`src/hdl/lps_pkg.sv`:
```
// lps_pkg: shared widths, register indexes, reset values and types of the
// laplacian sharpening core
// no dependencies
package lps_pkg;

  localparam int MAX_WIDTH  = 2048;
  localparam int COL_W      = $clog2(MAX_WIDTH);
  localparam int EW_W       = COL_W + 1;
  localparam int PIX_W      = 8;
  localparam int LINE_W     = 2 * PIX_W;
  localparam int CFG_W_W    = 12;
  localparam int CFG_H_W    = 16;
  localparam int STR_W      = 4;
  localparam int ROW_W      = CFG_H_W;
  localparam int CNT_W      = EW_W + ROW_W;
  localparam int PROD_W     = STR_W + PIX_W;
  localparam int ACC_W      = PROD_W + 2;
  localparam int CFG_IDX_W  = 2;
  localparam int CFG_DATA_W = 16;

  localparam int RST_WIDTH    = 640;
  localparam int RST_HEIGHT   = 480;
  localparam int RST_STRENGTH = 5;

  localparam logic KIND_PIXEL = 1'b0;
  localparam logic KIND_FLUSH = 1'b1;

  typedef enum logic [CFG_IDX_W-1:0] {
    REG_IMAGE_WIDTH  = 2'd0,
    REG_IMAGE_HEIGHT = 2'd1,
    REG_STRENGTH     = 2'd2
  } cfg_reg_e;

  typedef struct packed {
    logic [PIX_W-1:0] north;
    logic [PIX_W-1:0] south;
    logic [PIX_W-1:0] west;
    logic [PIX_W-1:0] centre;
    logic [PIX_W-1:0] east;
  } window_t;

endpackage

```
`src/hdl/lps_kernel.sv`:
```
// lps_kernel: sharpening kernel on one window with clamp to pixel range; border forces 0
// depends on lps_pkg
module lps_kernel (
  input  lps_pkg::window_t                win_i,
  input  logic [lps_pkg::STR_W-1:0]       strength_i,
  input  logic                            border_i,
  output logic [lps_pkg::PIX_W-1:0]       pixel_o
);
  import lps_pkg::*;

  logic [PROD_W-1:0]       prod;
  logic signed [ACC_W-1:0] acc;

  always_comb begin
    prod = PROD_W'(strength_i) * PROD_W'(win_i.centre);
    acc  = $signed(ACC_W'(prod))
         - $signed(ACC_W'(win_i.north)) - $signed(ACC_W'(win_i.south))
         - $signed(ACC_W'(win_i.west))  - $signed(ACC_W'(win_i.east));
    priority if (border_i || acc < 0) begin
      pixel_o = '0;
    end else if (acc > $signed(ACC_W'((1 << PIX_W) - 1))) begin
      pixel_o = '1;
    end else begin
      pixel_o = acc[PIX_W-1:0];
    end
  end

endmodule

```
`config.mk`:
```
export PLATFORM = sky130hd
export DESIGN_NAME = lps_kernel
export DESIGN_NICKNAME = d
export VERILOG_FILES = /design/src/hdl/lps_pkg.sv /design/src/hdl/lps_kernel.sv
export SDC_FILE = /design/constraint.sdc
export NUM_CORES = 1
export LEC_CHECK = 0
export ABC_AREA = 1
export BUFFER_PORTS_ARGS = -buffer_cell sky130_fd_sc_hd__buf_2
export CORE_MARGIN = 2
export CORE_UTILIZATION = 63
export DETAILED_ROUTE_END_ITERATION = 6
export PLACE_DENSITY_LB_ADDON = 0.2
export SLEW_MARGIN = 10
export SYNTH_ARGS = -nofsm -noshare
export SYNTH_HDL_FRONTEND = slang
export SYNTH_SLANG_ARGS = --single-unit
```
`constraint.sdc`:
```
create_clock -name vclk -period 20.2
set_input_delay 5.05 -clock vclk [all_inputs]
set_output_delay 5.05 -clock vclk [all_outputs]
set_load 0.1 [all_outputs]
```
==> flow_metrics.tcl <==
set metrics [dict create \
    status "completed" \
    synth_area_um2 2479 \
    first_iter_violations 67 \
    track_usage 0.2484 \
    drtAntennaViolNets 0 \
    worst_slew_pin_slew_ns 0.4849 \
    port_buffers 53 \
    area.sequential_um2 0 \
    antenna_found_initial 0 \
    whs_ns 10.67 \
    dieWidth_um 66.73 \
    cp.arrival_ns 10.29 \
    synth_most_common_cell "inv_1" \
    synthTopCellsByCount "inv_1, nand2_1, ha_1" \
    cts_resized 0 \
    avgSynthCellArea_um2 6.735 \
    synth_area_leaders "fa_1, ha_1, inv_1" \
    vias 2257 \
    fin_crit_sh 0.7592 \
    nFlopsAndLatches 0 \
    final.clkbuf_count 0 \
    synth_fp_nets 482 \
    fin_nets 532 \
    crit_fanout 8 \
    setup-tns-final_ns 0 \
    max_stage_delay_ns 0.55 \
    grt_pass1_wl_mm 8.914 \
    antenna_cells 0 \
    cpMostUsedCell "nand2_1" \
    multiInputGateArea_um2 2049 \
    fillers 310 \
    gp_congestion 0.8710 \
    rsz0062_at_grt "false" \
    ioPinCount 53 \
    dp_hpwl_mm 4.498 \
    maxCapViolations 0 \
    wirelength_mm 4.867 \
    synth_top_area_cell "fa_1" \
    synth_top_area_share 0.2746 \
    crit_type "in2out" \
    grt-ovfl-total 0 \
    relSlewSlack 0.6789 \
    hold_path.class "in2out" \
    start_util 0.6670 \
    routedWlPerCell_um 10.49 \
    grt_max_degree 9 \
    drive_gt1_frac 0.1707 \
    slowest_stage "fa_1" \
    grt_pass1_vias 2293 \
    start_kind "input pin" \
    ys_warn_count 0 \
    rows 22 \
    dieArea_um2 4452 \
    syn-instance-count 368 \
    worst_ep_required_time_ns 15.15 \
    crit_family "adder cells" \
    die_h_um 66.73 \
    fmax_mhz 65.21 \
    postCtsHoldBufs 0 \
    worstSetupEndpointType "output port" \
    final_hold_viol_count 0 \
    area_delta_synth_final_pct 12.32 \
    cts_setup_buffers 0 \
    setup_violations 0 \
    finalMaxSlewViolations 0 \
    core_um2 3716 \
    first_pass_iters 4 \
    drc 0 \
    vias_per_cell 4.864 \
    period_minus_slack_ns 15.34 \
    synth.distinct_cells 25 \
    yosysSeqAreaShare 0 \
    critPathBufInv 4 \
]
tightest hold or removal path, cell delays in order:
cell and delay [ns]:
buf_2 0.07, inv_1 0.03, nand2_2 0.12, a21oi_1 0.05, buf_2 0.28
cell type report:
class / instances / share of cell area
timing repair buffer: 53 / 0.09528
multi-input combinational: 254 / 0.7362
tap: 48 / 0.02157
inverter: 109 / 0.1470
cells in the final DEF (no fill, tap or decap), drive strengths merged:
| master | n |
|---|---|
| inv | 109 |
| o21bai | 3 |
| a31oi | 2 |
| nand4 | 7 |
| nor2 | 20 |
| buf | 53 |
| xnor2 | 7 |
| a21o | 2 |
| fa | 34 |
| ha | 35 |
| a21oi | 21 |
| o21ai | 3 |
| nand3 | 17 |
| xor2 | 8 |
| nand2 | 95 |
metrics by stage:
| step | setup slack (ns) | cell area, um^2 | instances | utilization |
|---|---|---|---|---|
| after floorplan | 4.261 | 2479 | 368 | - |
| after global placement | 4.967 | 2784 | 464 | 0.7492 |
| after detailed placement | 4.883 | 2784 | 464 | 0.7492 |
| after CTS | 4.887 | 2784 | 464 | 0.7492 |
| after global routing | 4.474 | 2784 | 464 | 0.7492 |
| final | 4.865 | 2784 | 464 | 0.7492 |
cell families after synthesis:
kind of cell | share of synthesized area
buffers and inverters | 0.1731
AND/OR/NAND/NOR | 0.2479
adder cells (fa/ha/maj) | 0.4513
AO/OA/AOI/OAI | 0.07471
XOR/XNOR | 0.05301
path summary, 6_finish.rpt:
check,endpoint,from,slack [ns],depth (start not counted)
max,pixel_o[2],strength_i[3],4.86,27
min,pixel_o[3],border_i,10.67,5
layer usage:
layer | track usage | vias up | wire, um | part of all wire
met5 | 0 | - | 0 | 0
met4 | 0.007653 | 0 | 16 | 0.0033
met3 | 0.02365 | 2 | 231 | 0.047
met2 | 0.4813 | 61 | 2311 | 0.47
met1 | 0.3108 | 1005 | 2307 | 0.47
li1 | - | 1189 | - | -
Power is not shown: default switching activity piles up to over one toggle a cycle in this logic, so the estimate is an artifact.
